==> src/hdl/tcw_pkg.sv <==
`timescale 1ns / 1ps
`default_nettype none

package tcw_pkg;

	// Screen geometry.
	localparam int COLUMNS    = 80;
	localparam int ROWS       = 25;
	localparam int CELL_COUNT = COLUMNS * ROWS;
	localparam int ADDR_W     = $clog2(CELL_COUNT);

	// Field widths.
	localparam int COL_W  = 7;
	localparam int ROW_W  = 5;
	localparam int CHAR_W = 8;
	localparam int ATTR_W = 8;
	localparam int CELL_W = CHAR_W + ATTR_W;

	// Item kinds.
	localparam logic [1:0] KIND_STREAM = 2'd0;
	localparam logic [1:0] KIND_PLACE  = 2'd1;
	localparam logic [1:0] KIND_READ   = 2'd2;

	// Character codes with a special meaning.
	localparam logic [CHAR_W-1:0] CH_DEL       = 8'h7F;
	localparam logic [CHAR_W-1:0] CH_SPACE     = 8'h20;
	localparam logic [CHAR_W-1:0] CH_NEWLINE   = 8'h0A;
	localparam logic [CHAR_W-1:0] CH_RETURN    = 8'h0D;
	localparam logic [CHAR_W-1:0] CH_BACKSPACE = 8'h08;
	localparam logic [CHAR_W-1:0] CH_BELL      = 8'h07;

	localparam logic [ATTR_W-1:0] ATTR_RESET = 8'h07;
	localparam logic [CELL_W-1:0] CELL_RESET = {ATTR_RESET, CH_SPACE};

	typedef logic [ADDR_W-1:0] addr_t;
	typedef logic [CELL_W-1:0] cell_t;

	typedef struct packed {
		logic [ROW_W-1:0] row;
		logic [COL_W-1:0] col;
	} cursor_t;

	// Decoded action of a stream character at the current cursor.
	typedef struct packed {
		logic print;
		logic scroll;
	} cur_ctl_t;

	typedef struct packed {
		logic  en;
		addr_t addr;
		cell_t data;
	} mem_wr_t;

	function automatic addr_t cell_addr(input logic [ROW_W-1:0] row,
			input logic [COL_W-1:0] col);
		int unsigned lin;
		lin = int'(row) * COLUMNS + int'(col);
		return lin[ADDR_W-1:0];
	endfunction

endpackage

`default_nettype wire

==> src/hdl/tcw_sweep.sv <==
`timescale 1ns / 1ps
`default_nettype none

module tcw_sweep
	import tcw_pkg::*;
(
	input  wire logic              clk,
	input  wire logic              arst_n,
	input  wire logic              scroll_start,
	input  wire logic [ATTR_W-1:0] text_attribute,
	input  wire cell_t             rd_data,
	output addr_t                  rd_addr,
	output mem_wr_t                wr,
	output logic                   busy
);

	typedef enum logic [1:0] {
		SW_IDLE = 2'b01,
		SW_RUN  = 2'b10
	} sweep_state_t;

	sweep_state_t state_q;
	addr_t        ptr_q;
	logic         clear_q;
	cell_t        blank_q;
	logic         wr_en_s1;
	addr_t        wr_addr_s1;
	logic         fill_s1;

	// A moved cell comes from one row further down, read in the cycle before.
	assign rd_addr = ptr_q + addr_t'(COLUMNS);

	always_ff @(posedge clk or negedge arst_n) begin
		if (!arst_n) begin
			state_q  <= SW_RUN;
			ptr_q    <= '0;
			clear_q  <= 1'b1;
			blank_q  <= CELL_RESET;
			wr_en_s1 <= 1'b0;
		end else begin
			wr_en_s1 <= 1'b0;
			unique case (state_q)
				SW_IDLE: begin
					if (scroll_start) begin
						state_q <= SW_RUN;
						ptr_q   <= '0;
						clear_q <= 1'b0;
						blank_q <= {text_attribute, CH_SPACE};
					end
				end
				SW_RUN: begin
					wr_en_s1 <= 1'b1;
					if (ptr_q == addr_t'(CELL_COUNT - 1)) begin
						state_q <= SW_IDLE;
						ptr_q   <= '0;
					end else begin
						ptr_q <= ptr_q + 1'b1;
					end
				end
				default: begin
					state_q <= SW_IDLE;
				end
			endcase
		end
	end

	always_ff @(posedge clk) begin
		wr_addr_s1 <= ptr_q;
		fill_s1    <= clear_q || (ptr_q >= addr_t'(CELL_COUNT - COLUMNS));
	end

	assign wr.en   = wr_en_s1;
	assign wr.addr = wr_addr_s1;
	assign wr.data = fill_s1 ? blank_q : rd_data;
	assign busy    = (state_q == SW_RUN) || wr_en_s1;

endmodule

`default_nettype wire

==> config.mk <==
export PLATFORM = sky130hd
export DESIGN_NAME = tcw_sweep
export DESIGN_NICKNAME = d
export VERILOG_FILES = /design/src/hdl/tcw_pkg.sv /design/src/hdl/tcw_sweep.sv
export SDC_FILE = /design/constraint.sdc
export NUM_CORES = 1
export LEC_CHECK = 0
export ABC_AREA = 1
export ABC_CLOCK_PERIOD_IN_PS = 1500
export BUFFER_PORTS_ARGS = -buffer_cell sky130_fd_sc_hd__buf_4
export CORE_MARGIN = 4
export CORE_UTILIZATION = 35
export DETAILED_ROUTE_END_ITERATION = 12
export PLACE_DENSITY = 0.71
export SETUP_SLACK_MARGIN = 0.2
export SYNTH_ARGS = -nofsm -noshare
export SYNTH_HDL_FRONTEND = slang
export SYNTH_SLANG_ARGS = --single-unit
==> constraint.sdc <==
create_clock -name clk -period 1.5 [get_ports clk]
set_clock_uncertainty 0.2 [all_clocks]
set_input_delay 0.3 -clock clk [delete_from_list [all_inputs] [get_ports clk]]
set_output_delay 0.3 -clock clk [all_outputs]
set_load 0.1 [all_outputs]
==> results.md <==
- Post-Syn Nets: 251
- Initial Util: 36.3%
- Routability congestion estimate from global placement: 0.795
- Syn_area_per_cell: 7.85 µm²
- Post-Syn Instances: 220
- CP Data Required Time: 1.00 ns
- Synth area leaders: dfrtp_1 (26%), nand2_1 (19%), dfxtp_1 (14%)
- Final Util: 84.5%
- Share of cells above drive strength 1: 71.4%
- Crit end category: output pin
- Fillers: 229
- Synth cell types: 24
- Vias in the first global route: 2039
- VDD IR-drop max: 1600 µV
- Leakage power: 1.88 nW
- Fin. Hold Viols: 0
- Pins over their slew limit: 0
- Final worst slack: -0.582 ns
- First-pass GRT wire length: 10100 µm
- Share of the synthesized area in the top cell type: 26.1%
- Post-DP HPWL: 3440 µm
- Post-Layout Cell Count: 403
- Wire length per cell: 15.3 µm
- Crit share post-route: 139%
- Reg area: 845 µm²
- Via count: 1877
- RSZ-0062 raised after global routing: true
- Arrival @ worst endpoint: 1.58 ns
- Drt total wl: 6180 µm
- Clock Tree Root: clkbuf_8
- Status: finished, violations left
- Synthesized area: 1730 µm²
- Register area share after synthesis: 47.6%
- # clock sinks: 35
- Core Region: 4750 µm²
- Nets: 366
- Drt first-iter violations: 53
- Multi-input logic area: 1360 µm²
- Total grt overflow: 0
- Final setup fails: 36
- Initial antenna violation count: 0
- Most common cell after layout, fill and taps aside: buf_4
- Slew headroom: 79.1%
- Reg clk slew, reported paths: 0.07 ns
- Worst Hold Class: in2reg
- Setup CP Type: reg2out
- Num CTS Buffers: 5
- Crit path max fanout: 2
- Startpoint Class: flip-flop
- Drt drc: 0
- M2 GR Usage: 42.3%
- Clk_lat worst skew: 0.29 ns
- Vias/cell: 4.66
- Die W: 78.3 µm
- Number of nets with antenna violations after routing: 0
- Busiest grt layer: met2
- Min Clock Period, post-route: 2.08 ns
- Clock buffer depth: 2
- Antenna fix cells: 0
- Achievable Freq: 480 MHz
- Met1 Use GR: 22.1%
- Failing checks: setup timing
- # IOs: 67
- Port Buffer Count: 66
- Most frequent cells in the layout: buf_4 (54), buf_12 (45), nand2_1 (42)
- Htree depth: 2
- GRT Overall Usage: 21.6%
- Met3 usage in global routing: 5.50%
- 1st-pass router iterations: 4
- Synth-to-layout area growth: 132%
- Largest net degree at the start of global routing: 24
- TritonCTS clock tree: yes
- Register bit total from synthesis: 35
- Power Dens Cells: 1110 nW/µm²
- Yosys top cell by area: dfrtp_1
- Yosys warns: 0
- Die H: 78.3 µm
- Die Footprint: 6120 µm²
- FP Rows: 25
- Placed insts: 374
- Max cap viols: 0
- Worst Max-Slew Pin Slew: 0.313 ns
## worst max-delay path, cell delays in order (launching register included)
cell and delay [ns]:
dfrtp_1 0.44, ha_4 0.20, inv_4 0.05, nand2_4 0.05, nand2_4 0.08, buf_12 0.11
xor2_4 0.16, buf_12 0.19
## cell type report
cell class	instances	area share, %
flip-flops and latches	35	21.0
clock buffers	5	1.71
well taps	67	2.09
inverters	28	3.24
repair buffers	117	37.6
multi-input cells	148	33.9
clock inverters	3	0.374
## cells in the mapped netlist
master    count
o21ai_1       5
xor2_1        4
nand4_1       3
a21oi_4       1
buf_6         1
buf_4         5
nor2_2        3
clkbuf_1      1
dfrtp_1      18
inv_1        23
nor2_4        4
buf_2         2
nand3_1      10
or2_2         2
o31ai_1       1
nor2_1       15
ha_1          4
inv_2         5
dfxtp_1      12
or2_1         2
dfstp_2       5
nand2_1      88
nand3_4       2
nand2_2       4
## routing by layer
metal	share of wire [%]	wire (µm)
met5	0	0
met4	2.4	147
met3	5.6	348
met2	56	3460
met1	36	2220
## flip-flops by register name (all words and copies together) (netlist names)
signal,count
blank_q,8
state_q,2
clear_q,1
wr_en_s1,1
fill_s1,1
ptr_q,11
wr_addr_s1,11
## metrics by stage
step | cell area, µm² | hold slack, ns | setup WS (ns) | setup TNS [ns] | power (mW)
6_report | 4020 | 0.0175 | -0.582 | -10.07 | 4.45
3_3_place_gp | 2950 | 0.00890 | -0.359 | -4.03 | 3.00
4_1_cts | 3890 | 0.00370 | -0.585 | -8.73 | 4.25
5_1_grt | 4020 | 0.0314 | -0.628 | -11.57 | 4.65
3_5_place_dp | 2950 | 0.0116 | -0.392 | -4.67 | 3.03
2_1_floorplan | 2180 | -0.196 | -1.00 | -10.71 | 2.58
## path summary, 6_finish.rpt
| path | startpoint | depth (start not counted) | to | slack, ns |
|---|---|---|---|---|
| worst max-delay path | ptr_q[5] | 7 | rd_addr[8] | -0.58 |
| worst min-delay path | text_attribute[2] | 3 | blank_q[10] | 0.02 |
| worst max register to register | ptr_q[5] | 9 | ptr_q[5] | -0.25 |
| worst min register to register | ptr_q[8] | 0 | wr_addr_s1[8] | 0.24 |
| max in group asynchronous | arst_n | 2 | state_q[1] | 0.51 |
| min in group asynchronous | arst_n | 2 | ptr_q[5] | 0.29 |
## what timing repair did
action / in CTS / in global routing
endpoints found under the hold margin: 23 / 0
hold buffers: 1 / 0
pin swaps: 15 / 18
setup buffers: 15 / 5
resized for setup: 174 / 27
endpoints found under the setup margin: 61 / 63
## report_power, final
group | leakage, nW | internal (mW) | switching (mW)
Sequential | 0.387 | 1.17 | 0.214
Clock | 0.0477 | 0.317 | 0.337
Combinational | 1.44 | 1.00 | 1.41
Total | 1.88 | 2.49 | 1.96
## kinds of logic after synthesis
| logic type | synth area share (%) |
|---|---|
| buffers and inverters | 9.70 |
| DFF | 47.6 |
| adders and majority gates | 2.90 |
| and+or+nand+nor | 35.0 |
| AOI/OAI and AO/OA | 2.82 |
| xor gates and xnor gates | 2.03 |
No activity file was read; power rests on OpenSTA's default activity.
