--- src/hdl/tcw_pkg.sv ---
`timescale 1ns / 1ps
`default_nettype none

package tcw_pkg;

	// Screen geometry.
	localparam int COLUMNS    = 80;
	localparam int ROWS       = 25;
	localparam int CELL_COUNT = COLUMNS * ROWS;
	localparam int ADDR_W     = $clog2(CELL_COUNT);

	// Field widths.
	localparam int COL_W  = 7;
	localparam int ROW_W  = 5;
	localparam int CHAR_W = 8;
	localparam int ATTR_W = 8;
	localparam int CELL_W = CHAR_W + ATTR_W;

	// Item kinds.
	localparam logic [1:0] KIND_STREAM = 2'd0;
	localparam logic [1:0] KIND_PLACE  = 2'd1;
	localparam logic [1:0] KIND_READ   = 2'd2;

	// Character codes with a special meaning.
	localparam logic [CHAR_W-1:0] CH_DEL       = 8'h7F;
	localparam logic [CHAR_W-1:0] CH_SPACE     = 8'h20;
	localparam logic [CHAR_W-1:0] CH_NEWLINE   = 8'h0A;
	localparam logic [CHAR_W-1:0] CH_RETURN    = 8'h0D;
	localparam logic [CHAR_W-1:0] CH_BACKSPACE = 8'h08;
	localparam logic [CHAR_W-1:0] CH_BELL      = 8'h07;

	localparam logic [ATTR_W-1:0] ATTR_RESET = 8'h07;
	localparam logic [CELL_W-1:0] CELL_RESET = {ATTR_RESET, CH_SPACE};

	typedef logic [ADDR_W-1:0] addr_t;
	typedef logic [CELL_W-1:0] cell_t;

	typedef struct packed {
		logic [ROW_W-1:0] row;
		logic [COL_W-1:0] col;
	} cursor_t;

	// Decoded action of a stream character at the current cursor.
	typedef struct packed {
		logic print;
		logic scroll;
	} cur_ctl_t;

	typedef struct packed {
		logic  en;
		addr_t addr;
		cell_t data;
	} mem_wr_t;

	function automatic addr_t cell_addr(input logic [ROW_W-1:0] row,
			input logic [COL_W-1:0] col);
		int unsigned lin;
		lin = int'(row) * COLUMNS + int'(col);
		return lin[ADDR_W-1:0];
	endfunction

endpackage

`default_nettype wire

--- src/hdl/tcw_cursor.sv ---
`timescale 1ns / 1ps
`default_nettype none

module tcw_cursor
	import tcw_pkg::*;
(
	input  wire logic              clk,
	input  wire logic              arst_n,
	input  wire logic              step,
	input  wire logic [CHAR_W-1:0] char_code,
	output cursor_t                cur,
	output cur_ctl_t               ctl
);

	cursor_t cur_q;
	cursor_t cur_next;
	logic    last_row;
	logic    last_col;

	assign last_row = (cur_q.row == ROW_W'(ROWS - 1));
	assign last_col = (cur_q.col == COL_W'(COLUMNS - 1));

	always_comb begin
		cur_next   = cur_q;
		ctl.print  = 1'b0;
		ctl.scroll = 1'b0;
		if (char_code == CH_NEWLINE) begin
			cur_next.col = '0;
			if (last_row) begin
				ctl.scroll = 1'b1;
			end else begin
				cur_next.row = cur_q.row + 1'b1;
			end
		end else if (char_code == CH_BACKSPACE || char_code == CH_DEL) begin
			if (cur_q.col != '0) begin
				cur_next.col = cur_q.col - 1'b1;
			end
		end else if (char_code == CH_RETURN) begin
			cur_next.col = '0;
		end else if (char_code != CH_BELL) begin
			ctl.print = 1'b1;
			if (last_col) begin
				cur_next.col = '0;
				if (last_row) begin
					ctl.scroll = 1'b1;
				end else begin
					cur_next.row = cur_q.row + 1'b1;
				end
			end else begin
				cur_next.col = cur_q.col + 1'b1;
			end
		end
	end

	always_ff @(posedge clk or negedge arst_n) begin
		if (!arst_n) begin
			cur_q <= '0;
		end else if (step) begin
			cur_q <= cur_next;
		end
	end

	assign cur = cur_q;

endmodule

`default_nettype wire

--- config.mk ---
export PLATFORM = sky130hd
export DESIGN_NAME = tcw_cursor
export DESIGN_NICKNAME = d
export VERILOG_FILES = /design/src/hdl/tcw_pkg.sv /design/src/hdl/tcw_cursor.sv
export SDC_FILE = /design/constraint.sdc
export NUM_CORES = 1
export LEC_CHECK = 0
export BUFFER_PORTS_ARGS = -buffer_cell sky130_fd_sc_hd__buf_2
export CAP_MARGIN = 20
export CORE_MARGIN = 2
export CORE_UTILIZATION = 50
export DETAILED_ROUTE_END_ITERATION = 16
export GPL_TIMING_DRIVEN = 0
export PLACE_DENSITY = 0.81
export SLEW_MARGIN = 10
export SYNTH_ARGS = -nofsm -noshare
export SYNTH_HDL_FRONTEND = slang
export SYNTH_SLANG_ARGS = --single-unit
--- constraint.sdc ---
create_clock -name clk -period 4.1 [get_ports clk]
set_input_delay 0.82 -clock clk [delete_from_list [all_inputs] [get_ports clk]]
set_output_delay 0.82 -clock clk [all_outputs]
set_load 0.02 [all_outputs]
==> summary.md, run 1 <==
| Metric | Value |
|---|---|
| Status | complete, no violations |
| Post_cts resized | 0 |
| Clk root buf | clkbuf_4 |
| Worst path most repeated cell | buf_2 |
| Max VDD drop | 0.241 mV |
| Fin nets | 180 |
| N_diodes | 0 |
| Post-Synthesis Net Count | 152 |
| Final Hold Fails | 0 |
| Vias in the first global route | 1052 |
| Startpoint Class | primary input |
| Post-Synth Adder-Cell Area | 4.78% |
| CP peak stage delay | 0.50 ns |
| Worst skew pair latency | 0.28 ns |
| Synthesized cell area | 0.00105 sq mm |
| Clk sinks | 12 |
| Worst Hold Margin | 0.414 ns |
| Reg-to-reg endpoint | cur[8] |
| First-pass GRT wire length | 4.36 mm |
| Port Buffers | 23 |
| Arrival @ worst endpoint | 2.37 ns |
| Leading post-synthesis cells by cell area | dfrtp_1 29%, nand3_1 5.7%, nor2_1 5.0% |
| Highest Signal Layer | met4 |
| Max Cap Viol | 0 |
| Fin crit share | 77.8% |
| Drt initial violations | 59 |
| Yosys reg bits | 12 |
| Routability congestion estimate | 0.859 |
| Crit. End Element | primary output |
| Unique masters post-synth | 41 |
| Total negative slack | 0 ns |
| RSZ-0062 raised after global routing | no |
| Register clock-pin slew on the reported worst setup and hold paths | 0.09 ns |
| Vias per inst | 6.13 |
| IO Count | 25 |
| Final Cell Area | 0.00123 sq mm |
| Register area share after synthesis | 28.7% |
| Post-CTS Setup Bufs | 0 |
| Core footprint | 0.00196 sq mm |
| PD cells | 458 mW/mm^2 |
| CTS Hold Bufs | 0 |
| Worst slew margin | 62.3% |
| Max frequency | 313 MHz |
| Worst Hold Class | in2async |
| Drc violations | 0 |
| Core Util, Final | 62.8% |
| Largest family of logic cells by synthesized area | simple AND/OR/NAND/NOR gates |
| # rows | 16 |
| Largest net degree at the start of global routing | 13 |
| Post-synth top area share | 28.7% |
| Post-Place Cell Area | 0.00120 sq mm |
| Drt first pass iters | 4 |
| Met3 routed wirelength | 207 um |
| Multiplexer share of the synthesized area | 2.99% |
| HPWL after DPL | 1.99 mm |
| Multi-input logic area | 683 sq um |
| Reg2Reg Depth | 8 |
| Syn_area_per_cell | 7.64 sq um |
| Yosys Warn Count | 0 |
| Final setup vio count | 0 |
| CTS tree | built |
| Required time of the worst setup path | 3.28 ns |
| Final max-slew violation count | 0 |
| WL final | 2.65 mm |
| Clock Path Buffers | 2 |
| Total track usage | 22.5% |
| DR WL/cell | 13.8 um |
| CP max-delay cell | or4_1 |
| Post-Synth Simple-Gate Area | 37.4% |
| CP Class | in2out |
| Pleak | 0.528 nW |
| Starting Density | 53.4% |
| Post-synth top area cell | dfrtp_1 |
| Met2 wire length | 1.27 mm |
| Worst Max-Slew Pin Slew | 0.560 ns |
| Final min period | 3.19 ns |
| Largest register FFs | 12 |
| Synth Area in Compound Gates | 16.7% |
| Initial antenna violation count | 0 |
| Die X | 49.8 um |
| Chip height | 49.8 um |
| CP Max Fanout | 6 |
| Reg2reg start | cur[2] |
| Area Growth Syn to Fin | 17.7% |
| Die area | 0.00248 sq mm |
| Mapped Cells | 137 |
| Met1 WL | 1.11 mm |
| Crit-path cells | buf_2 -> or4_1 -> buf_2 -> nor3_1 -> o22ai_1 -> and2_1 -> nor2b_1 -> buf_2 |
| Via count | 1170 |
| # fillers | 194 |
| XOR/XNOR Fraction of Synth Area | 3.35% |
| Gr ovfl total | 0 |
| Flop-to-flop setup slack | 1.78 ns |
| Skew final | 0.00497 ns |
| Routed Antenna Nets | 0 |
| CTS H-tree depth | 1 |
| Sequential cell area | 300 sq um |
| CTS buffer count | 3 |
| Share of cells above drive strength 1 | 20.1% |
## logic make-up after synthesis
family / after synthesis
AOI/OAI and AO/OA: 27
xor gates and xnor gates: 4
adders and majority gates: 4
buffers and inverters: 14
DFF: 12
muxes: 3
and+or+nand+nor: 73
## where the power goes
part	leakage [nW]	internal, mW	switching (mW)
sequential	0.139	0.153	0.0478
combinational	0.367	0.103	0.162
clock	0.0210	0.0541	0.0451
total	0.528	0.310	0.255
## critical path, delay by kind of cell
kind	cells	cell delay (ns)
simple gates	4	1.01
compound gates	1	0.09
buf+inv	3	0.45
## routing by layer
layer	up-vias	GRT usage, %
met1	541	26.7
li1	558	-
met4	0	9.26
met5	-	0
met3	11	2.73
met2	60	40.4
## worst max path at each step
stage                  from      to  slack [ns]  cells after the start
2_1_floorplan  char_code[5]  ctl[0]        1.21                      6
3_3_place_gp   char_code[5]  ctl[0]        0.94                      8
3_5_place_dp   char_code[5]  ctl[0]        0.90                      8
4_1_cts        char_code[5]  ctl[0]        0.90                      8
5_1_grt        char_code[5]  ctl[0]        0.79                      8
6_report       char_code[5]  ctl[0]        0.91                      8
## stage by stage
step	cells	setup WS (ns)	total power, mW
floorplan	137	1.21	0.377
global placement	187	0.936	0.451
finish	191	0.910	0.565
global route	191	0.793	0.604
detailed placement	187	0.904	0.466
CTS	191	0.904	0.566
## layout by cell type (no fill, tap or decap), types with 2 or more instances in the layout
cell	n
nand4b_1	2
nand2b_1	4
buf_2	26
ha_1	4
nor2_1	14
o21ai_0	8
nand3_1	12
clkbuf_4	3
a31oi_1	3
inv_1	7
nor3_1	9
and3_1	3
o22ai_1	2
nor4_1	2
mux2i_1	2
nand2_1	11
nand4_1	3
nor2b_1	2
and4_1	2
dfrtp_1	12
nor3b_1	2
clkbuf_1	3
a21oi_1	5
xnor2_1	4
## cell usage after synthesis
library cell,n
nand4b_1,2
and3_1,3
o31ai_1,1
nor3b_1,2
inv_1,7
dfrtp_1,12
and2_1,1
clkbuf_1,3
nor3_1,9
nand4_1,3
a21oi_1,5
or4bb_1,1
nor2_1,14
mux2i_1,2
xnor2_1,4
nand2b_1,4
a31oi_1,3
a41oi_1,1
ha_1,4
o21a_1,1
nand3_1,12
buf_2,3
or4_1,1
a32o_1,1
nand2_1,11
o31a_1,1
or3_1,1
a22oi_1,1
o21ai_0,8
and4b_1,1
a2bb2oi_1,1
a211o_1,1
or2_2,1
nor2b_1,2
o41a_1,1
nor4_1,2
and4_1,2
nand3b_1,1
mux2_2,1
buf_6,1
o22ai_1,2
## layout make-up
| type | instances | area share [%] |
|---|---|---|
| well taps | 27 | 2.74 |
| clock buffers | 4 | 2.94 |
| repair buffers | 23 | 9.34 |
| multi-input cells | 111 | 55.4 |
| flip-flops and latches | 12 | 24.4 |
| plain buffers | 7 | 3.05 |
| inverters | 7 | 2.13 |
Note: power is estimated with default switching activity, not from simulation.
==> run 2: changes to the inputs <==
Settings changed: ABC_AREA set to 1, PLACE_DENSITY 0.81 to 0.8.
Clock period 4.1 ns to 3.3 ns, I/O delays scaled along.
==> run 2 against run 1 <==
Via count rose by 3.2%; routed wire length rose by 0.68%; sequential power rose by 9%; cell count rose by 29%; clock-buffer cell count did not move; area after synthesis rose by 18%; critical path depth fell by 1; total power rose by 31%; combinational power rose by 50%; clock power rose by 26%; setup slack got worse by 0.23 ns.
==> summary.md, run 2 <==
| Metric | Value |
|---|---|
| Most common cell in the netlist | nand2_1 |
| RSZ-0062 raised after global routing | no |
| Startpoint Class | flip-flop |
| Clk root buf | clkbuf_4 |
| Starting Density | 54.2% (+0.77 points) |
| Routability congestion estimate | 0.857 (-0.24%) |
| Initial antenna violation count | 0 (unchanged) |
| Skew final | 0.00635 ns (+0.00138 ns) |
| Die X | 53.6 um (+7.8%) |
| Met3 GRT Util | 4.17% (+1.4 points) |
| DR WL/cell | 10.8 um (-22%) |
| CTS buffer count | 3 (unchanged) |
| Max VDD drop | 0.394 mV (+63%) |
| Required time of the worst setup path | 2.64 ns (-0.64 ns) |
| Post-CTS Setup Bufs | 0 (unchanged) |
| CTS tree | built |
| Worst skew pair latency | 0.28 ns (about the same) |
| Vias in the first global route | 1112 (+5.7%) |
| Final Hold Fails | 0 (unchanged) |
| CTS H-tree depth | 1 (unchanged) |
| Fraction of registers with async set/reset | 100% (unchanged) |
| Post-Place Cell Area | 0.00139 sq mm (+16%) |
| Post-synth top area share | 24.4% (-4.3 points) |
| Leading post-synthesis cells by cell area | dfrtp_1 24%, nand2_1 22%, nand3_1 9.7% |
| Total track usage | 22.2% (-0.29 points) |
| N_diodes | 0 (unchanged) |
| Chip height | 53.6 um (+7.8%) |
| Fin crit share | 79.4% |
| Gr ovfl total | 0 (unchanged) |
| Post-synth top area cell | dfrtp_1 |
| Status | complete, no violations |
| Die area | 0.00288 sq mm (+16%) |
| Port Buffers | 24 (+4.3%) |
| Arrival @ worst endpoint | 1.96 ns (-0.41 ns) |
| Final max-slew violation count | 0 (unchanged) |
| Final setup vio count | 0 (unchanged) |
| Largest register FFs | 12 (unchanged) |
| Most frequent cells after synthesis | 71 x nand2_1, 24 x nand3_1, 23 x inv_1, 14 x nor2_1, 12 x dfrtp_1 |
| Most common cell after layout, fill and taps aside | nand2_1 |
| Routed Antenna Nets | 0 (unchanged) |
| Final min period | 2.62 ns |
| Area Growth Syn to Fin | 15.5% |
| Number of synthesized flops with an enable pin | 0 (unchanged) |
| Drt initial violations | 27 (-54%) |
| Worst Hold Margin | 0.251 ns (-0.163 ns) |
| Register area share after synthesis | 24.4% (-4.3 points) |
| Syn_area_per_cell | 6.49 sq um (-15%) |
| Top Usage Layer GRT | met2 |
| Mapped Cells | 190 (+39%) |
| Largest net degree at the start of global routing | 13 (unchanged) |
| Worst Max-Slew Pin Slew | 0.309 ns (-0.251 ns) |
| Main synth FF type | dfrtp_1 |
| Crit. End Element | primary output |
| Yosys reg bits | 12 (unchanged) |
| Unique masters post-synth | 28 (-32%) |
| Core footprint | 0.00228 sq mm (+16%) |
| Total negative slack | 0 ns (unchanged) |
| CP Max Fanout | 7 (+1) |
| Pleak | 0.830 nW (+57%) |
| Vias per inst | 4.91 (-20%) |
| First-pass GRT wire length | 4.65 mm (+6.7%) |
| Fin nets | 234 (+30%) |
| CP Class | reg2out |
| Drc violations | 0 (unchanged) |
| Worst Hold Class | in2async |
| Clock Path Buffers | 2 (unchanged) |
| # rows | 17 (+1) |
| WL final | 2.66 mm (+0.68%) |
| Final Cell Area | 0.00142 sq mm (+16%) |
| PD cells | 521 mW/mm^2 (+14%) |
| CTS Hold Bufs | 0 (unchanged) |
| HPWL after DPL | 2.14 mm (+7.6%) |
| # fillers | 223 (+15%) |
| Most frequent cells in the layout | 71 x nand2_1, 25 x buf_2, 24 x nand3_1 |
| Drt first pass iters | 4 (unchanged) |
| Post_cts resized | 0 (unchanged) |
| Met2 Resource Use GR | 42.2% (+1.7 points) |
| IO Count | 25 (unchanged) |
| Post-Synthesis Net Count | 205 (+35%) |
| Max Cap Viol | 0 (unchanged) |
| Met1 usage | 26.3% (-0.39 points) |
| Clk sinks | 12 (unchanged) |
| Worst slew margin | 79.4% (+17 points) |
| Flop-to-flop setup slack | 1.62 ns (-0.16 ns) |
| Yosys Warn Count | 0 (unchanged) |
| Register clock-pin slew on the reported worst setup and hold paths | 0.09 ns (about the same) |
| Via count | 1208 (+3.2%) |
| Synthesized cell area | 0.00123 sq mm (+18%) |
| Max frequency | 381 MHz |
| Share of cells above drive strength 1 | 26.1% (+6.0 points) |
==> run 2: cell types whose count changed in the layout (fill, tap and decap cells not counted), moves of 4 or more <==
cell      before  now
a21oi_1        5    0
inv_1          7   23
inv_2          0    4
nand2_1       11   71
nand2_4        0    4
nand2b_1       4    0
nand3_1       12   24
nor2_4         0    5
nor3_1         9    1
o21ai_0        8    3
==> run 2: worst paths after layout <==
path,start,cells past startpoint,to
max in group asynchronous,arst_n,1,cur[0]
hold / removal,arst_n,1,cur[11]
setup reg to reg,cur[0],9,cur[5]
hold reg to reg,cur[10],2,cur[10]
setup / recovery,cur[1],7,ctl[0]
min in group clk,cur[10],2,cur[10]
==> run 2: logic make-up (layout without fill, tap and decap cells) <==
| kind of cell | after synthesis | after routing | share of synthesized area (%) |
|---|---|---|---|
| DFF | 12 | 12 | 24.4 |
| xor gates and xnor gates | 5 | 5 | 3.55 |
| buffers and inverters | 32 | 60 | 12.3 |
| adders and majority gates | 4 | 4 | 4.06 |
| AOI/OAI and AO/OA | 7 | 7 | 4.97 |
| and+or+nand+nor | 130 | 130 | 50.8 |
==> run 2: final cells by class <==
type,count,area (sq um),area share [%]
plain buffers,4,43.8,3.08
clock buffers,4,36.3,2.55
inverters,28,108,7.56
multi-input cells,146,781,54.8
flip-flops and latches,12,300,21.1
well taps,28,35.0,2.46
repair buffers,24,120,8.44
==> run 2: layer usage <==
layer  up-vias  wire length (um)
met5         -                 0
met4         0                 9
met3         2                90
met2        19              1330
met1       546              1240
li1        641                 -
==> run 2: metrics by stage <==
| step | instances | setup WS (ns) | util (%) | power, mW |
|---|---|---|---|---|
| 2_1_floorplan | 190 | 1.02 | - | 0.520 |
| 3_3_place_gp | 242 | 0.832 | 61.0 | 0.609 |
| 3_5_place_dp | 242 | 0.838 | 61.0 | 0.617 |
| 6_report | 246 | 0.678 | 62.6 | 0.741 |
| 4_1_cts | 246 | 0.693 | 62.6 | 0.744 |
| 5_1_grt | 246 | 0.585 | 62.6 | 0.811 |
==> run 2: worst max-delay path: stages (launching register included) <==
cell	delay, ns
dfrtp_1	0.44
ha_1	0.25
nand2_1	0.11
nor2_4	0.13
nand3_2	0.11
o21ai_4	0.25
nor3b_2	0.21
buf_2	0.19
==> run 2: where the power goes <==
| part | internal, mW | switching [mW] | total (mW) | leakage, nW |
|---|---|---|---|---|
| clock network | 0.0671 | 0.0579 | 0.125 | 0.0210 |
| logic | 0.143 | 0.254 | 0.397 | 0.650 |
| registers | 0.181 | 0.0378 | 0.219 | 0.159 |
| total | 0.392 | 0.350 | 0.741 | 0.830 |
==> run 3: changes to the inputs <==
Settings changed: CORE_UTILIZATION 50 to 49, PLACE_DENSITY 0.8 to 0.81.
Clock period 3.3 ns to 2.2 ns, I/O delays scaled along.
==> run 3 against run 2 <==
Clock power up 50%; setup slack worse by 0.57 ns; critical path type unchanged; via count rose by 0.25%; largest power group unchanged.
==> summary.md, run 3 (synthesis gave the netlist of run 2 again) <==
| Metric | Value |
|---|---|
| Status | complete, no violations |
| Net load switching power | 0.522 mW (+49%) |
| Drc violations | 0 (unchanged) |
| Clock Path Buffers | 2 (unchanged) |
| Arrival @ worst endpoint | 1.66 ns (-0.30 ns) |
| Final Hold Fails | 0 (unchanged) |
| Final max-slew violation count | 0 (unchanged) |
| # rows | 18 (+1) |
| Total negative slack | 0 ns (unchanged) |
| Clk pwr share | 16.6% (-0.3 points) |
| # fillers | 233 (+4.5%) |
| Max VDD drop | 0.537 mV (+36%) |
| Initial antenna violation count | 0 (unchanged) |
| Worst Hold Class | in2async |
| N_diodes | 0 (unchanged) |
| Reg-to-reg endpoint | cur[3] |
| Crit. End Element | primary output |
| Pleak | 0.840 nW (+1.2%) |
| DR WL/cell | 10.5 um (-2.8%) |
| Fin nets | 236 (+0.85%) |
| Reg2reg start | cur[0] |
| Gr ovfl total | 0 (unchanged) |
| Largest register FFs | 12 (unchanged) |
| Vias per inst | 4.84 (-1.4%) |
| First-pass GRT wire length | 4.54 mm (-2.4%) |
| Routed Antenna Nets | 0 (unchanged) |
| IO Count | 25 (unchanged) |
| Fin crit share | 95.3% |
| Largest net degree at the start of global routing | 13 (unchanged) |
| Starting Density | 50.7% (-3.5 points) |
| RSZ-0062 raised after global routing | no |
| Pre-CTS setup slack | 0.155 ns (-0.683 ns) |
| Reg2Reg Depth | 9 (unchanged) |
| HPWL after DPL | 2.09 mm (-2.3%) |
| Final min period | 2.10 ns |
| Startpoint Class | flip-flop |
| Comb pwr share | 54.3% (+0.7 points) |
| Worst Max-Slew Pin Slew | 0.300 ns (-0.00904 ns) |
| Die area | 0.00293 sq mm (+1.9%) |
| Final setup vio count | 0 (unchanged) |
| Share of cells above drive strength 1 | 27.3% (+1.1 points) |
| Drt first pass iters | 4 (unchanged) |
| PD cells | 772 mW/mm^2 (+48%) |
| Chip height | 54.2 um (+0.94%) |
| Routability congestion estimate | 0.898 (+4.8%) |
| Die X | 54.2 um (+0.94%) |
| Max frequency | 477 MHz |
| Port Buffers | 24 (unchanged) |
| CTS H-tree depth | 1 (unchanged) |
| Sequential fraction of design power | 29.0% (-0.5 points) |
| Most frequent cells in the layout | 71 x nand2_1, 24 x nand3_1, 24 x buf_2 |
| Clk sinks | 12 (unchanged) |
| Final Cell Area | 0.00146 sq mm (+2.3%) |
| CP Class | reg2out |
| Most common cell after layout, fill and taps aside | nand2_1 |
| Overall power | 1.12 mW (+52%) |
| Required time of the worst setup path | 1.76 ns (-0.88 ns) |
| Drt initial violations | 21 (-22%) |
| Clk root buf | clkbuf_4 |
| Sw frac | 46.4% (-0.75 points) |
| CTS Hold Bufs | 0 (unchanged) |
| Vias in the first global route | 1111 (-0.090%) |
| Core footprint | 0.00243 sq mm (+6.9%) |
| Post-Place Cell Area | 0.00139 sq mm (+0.18%) |
| Skew final | 0.00357 ns (-0.00277 ns) |
| CP Max Fanout | 4 (-3) |
| Worst slew margin | 80.0% (+0.60 points) |
| WL final | 2.63 mm (-1.2%) |
| Max Cap Viol | 0 (unchanged) |
| CTS tree | built |
| Flop-to-flop setup slack | 0.49 ns (-1.13 ns) |
| Via count | 1211 (+0.25%) |
| Area Growth Syn to Fin | 18.2% |
| Final worst slack | 0.104 ns (-0.574 ns) |
| Register clock-pin slew on the reported worst setup and hold paths | 0.09 ns (about the same) |
| CTS buffer count | 3 (unchanged) |
| Pint | 0.602 mW (+54%) |
| Worst skew pair latency | 0.28 ns (about the same) |
| Total track usage | 21.7% (-0.48 points) |
==> run 3: changes by cell type in the layout (fill, tap and decap cells not counted), sizes merged <==
| cell | before | now |
|---|---|---|
| buf | 28 | 30 |
==> run 3: how the worst max path moves through the flow <==
| stage | startpoint | end | slack (ns) | cells after the start |
|---|---|---|---|---|
| after global placement | cur[1] | ctl[0] | 0.16 | 7 |
| after global routing | cur[0] | ctl[0] | 0.01 | 7 |
| final | cur[0] | ctl[0] | 0.10 | 7 |
| after floorplan | cur[1] | ctl[0] | 0.14 | 6 |
| after CTS | cur[0] | ctl[0] | 0.03 | 7 |
| after detailed placement | cur[1] | ctl[0] | 0.15 | 7 |
==> run 3: critical path, cell delays in order, from the launching register on <==
cell and delay, ns:
dfrtp_1 0.42, ha_4 0.17, nand2_1 0.08, nor2_4 0.12, nand3_2 0.11, o21ai_4 0.14
nor3b_2 0.17, buf_4 0.16
==> run 3: layer usage <==
metal | track usage (%) | routed length, um
met3 | 3.33 | 102
met2 | 39.0 | 1270
met5 | 0 | 0
met1 | 25.2 | 1190
met4 | 9.17 | 66
==> run 3: power by group through the flow <==
| stage | Clock, mW | Sequential, mW | Combinational, mW |
|---|---|---|---|
| after floorplan | 0 | 0.392 | 0.388 |
| after global placement | 0 | 0.331 | 0.579 |
| after detailed placement | 0 | 0.332 | 0.585 |
| after CTS | 0.198 | 0.322 | 0.607 |
| after global routing | 0.204 | 0.336 | 0.690 |
| final | 0.187 | 0.327 | 0.611 |
==> run 3: stage by stage <==
stage | util (%) | instances | hold WS (ns)
global route | 59.9 | 250 | 0.0317
detailed placement | 57.2 | 244 | 0.346
finish | 59.9 | 250 | 0.0265
CTS | 59.3 | 250 | 0.0236
global placement | 57.2 | 244 | 0.344
floorplan | - | 190 | 0.144
==> run 3: area by class of cell <==
class | instances | area [sq um] | share of cell area (%)
buffer | 4 | 43.8 | 3.01
clock buffer | 4 | 36.3 | 2.49
inverter | 28 | 108 | 7.39
multi-input combinational | 146 | 793 | 54.5
sequential | 12 | 300 | 20.6
tap | 30 | 37.5 | 2.58
timing repair buffer | 26 | 138 | 9.45
==> run 3: what timing repair did <==
action	in CTS	in global routing
pin swaps	1	1
setup buffers	2	0
resized for setup	0	3
cloned	0	0
setup endpoints to repair	1	1
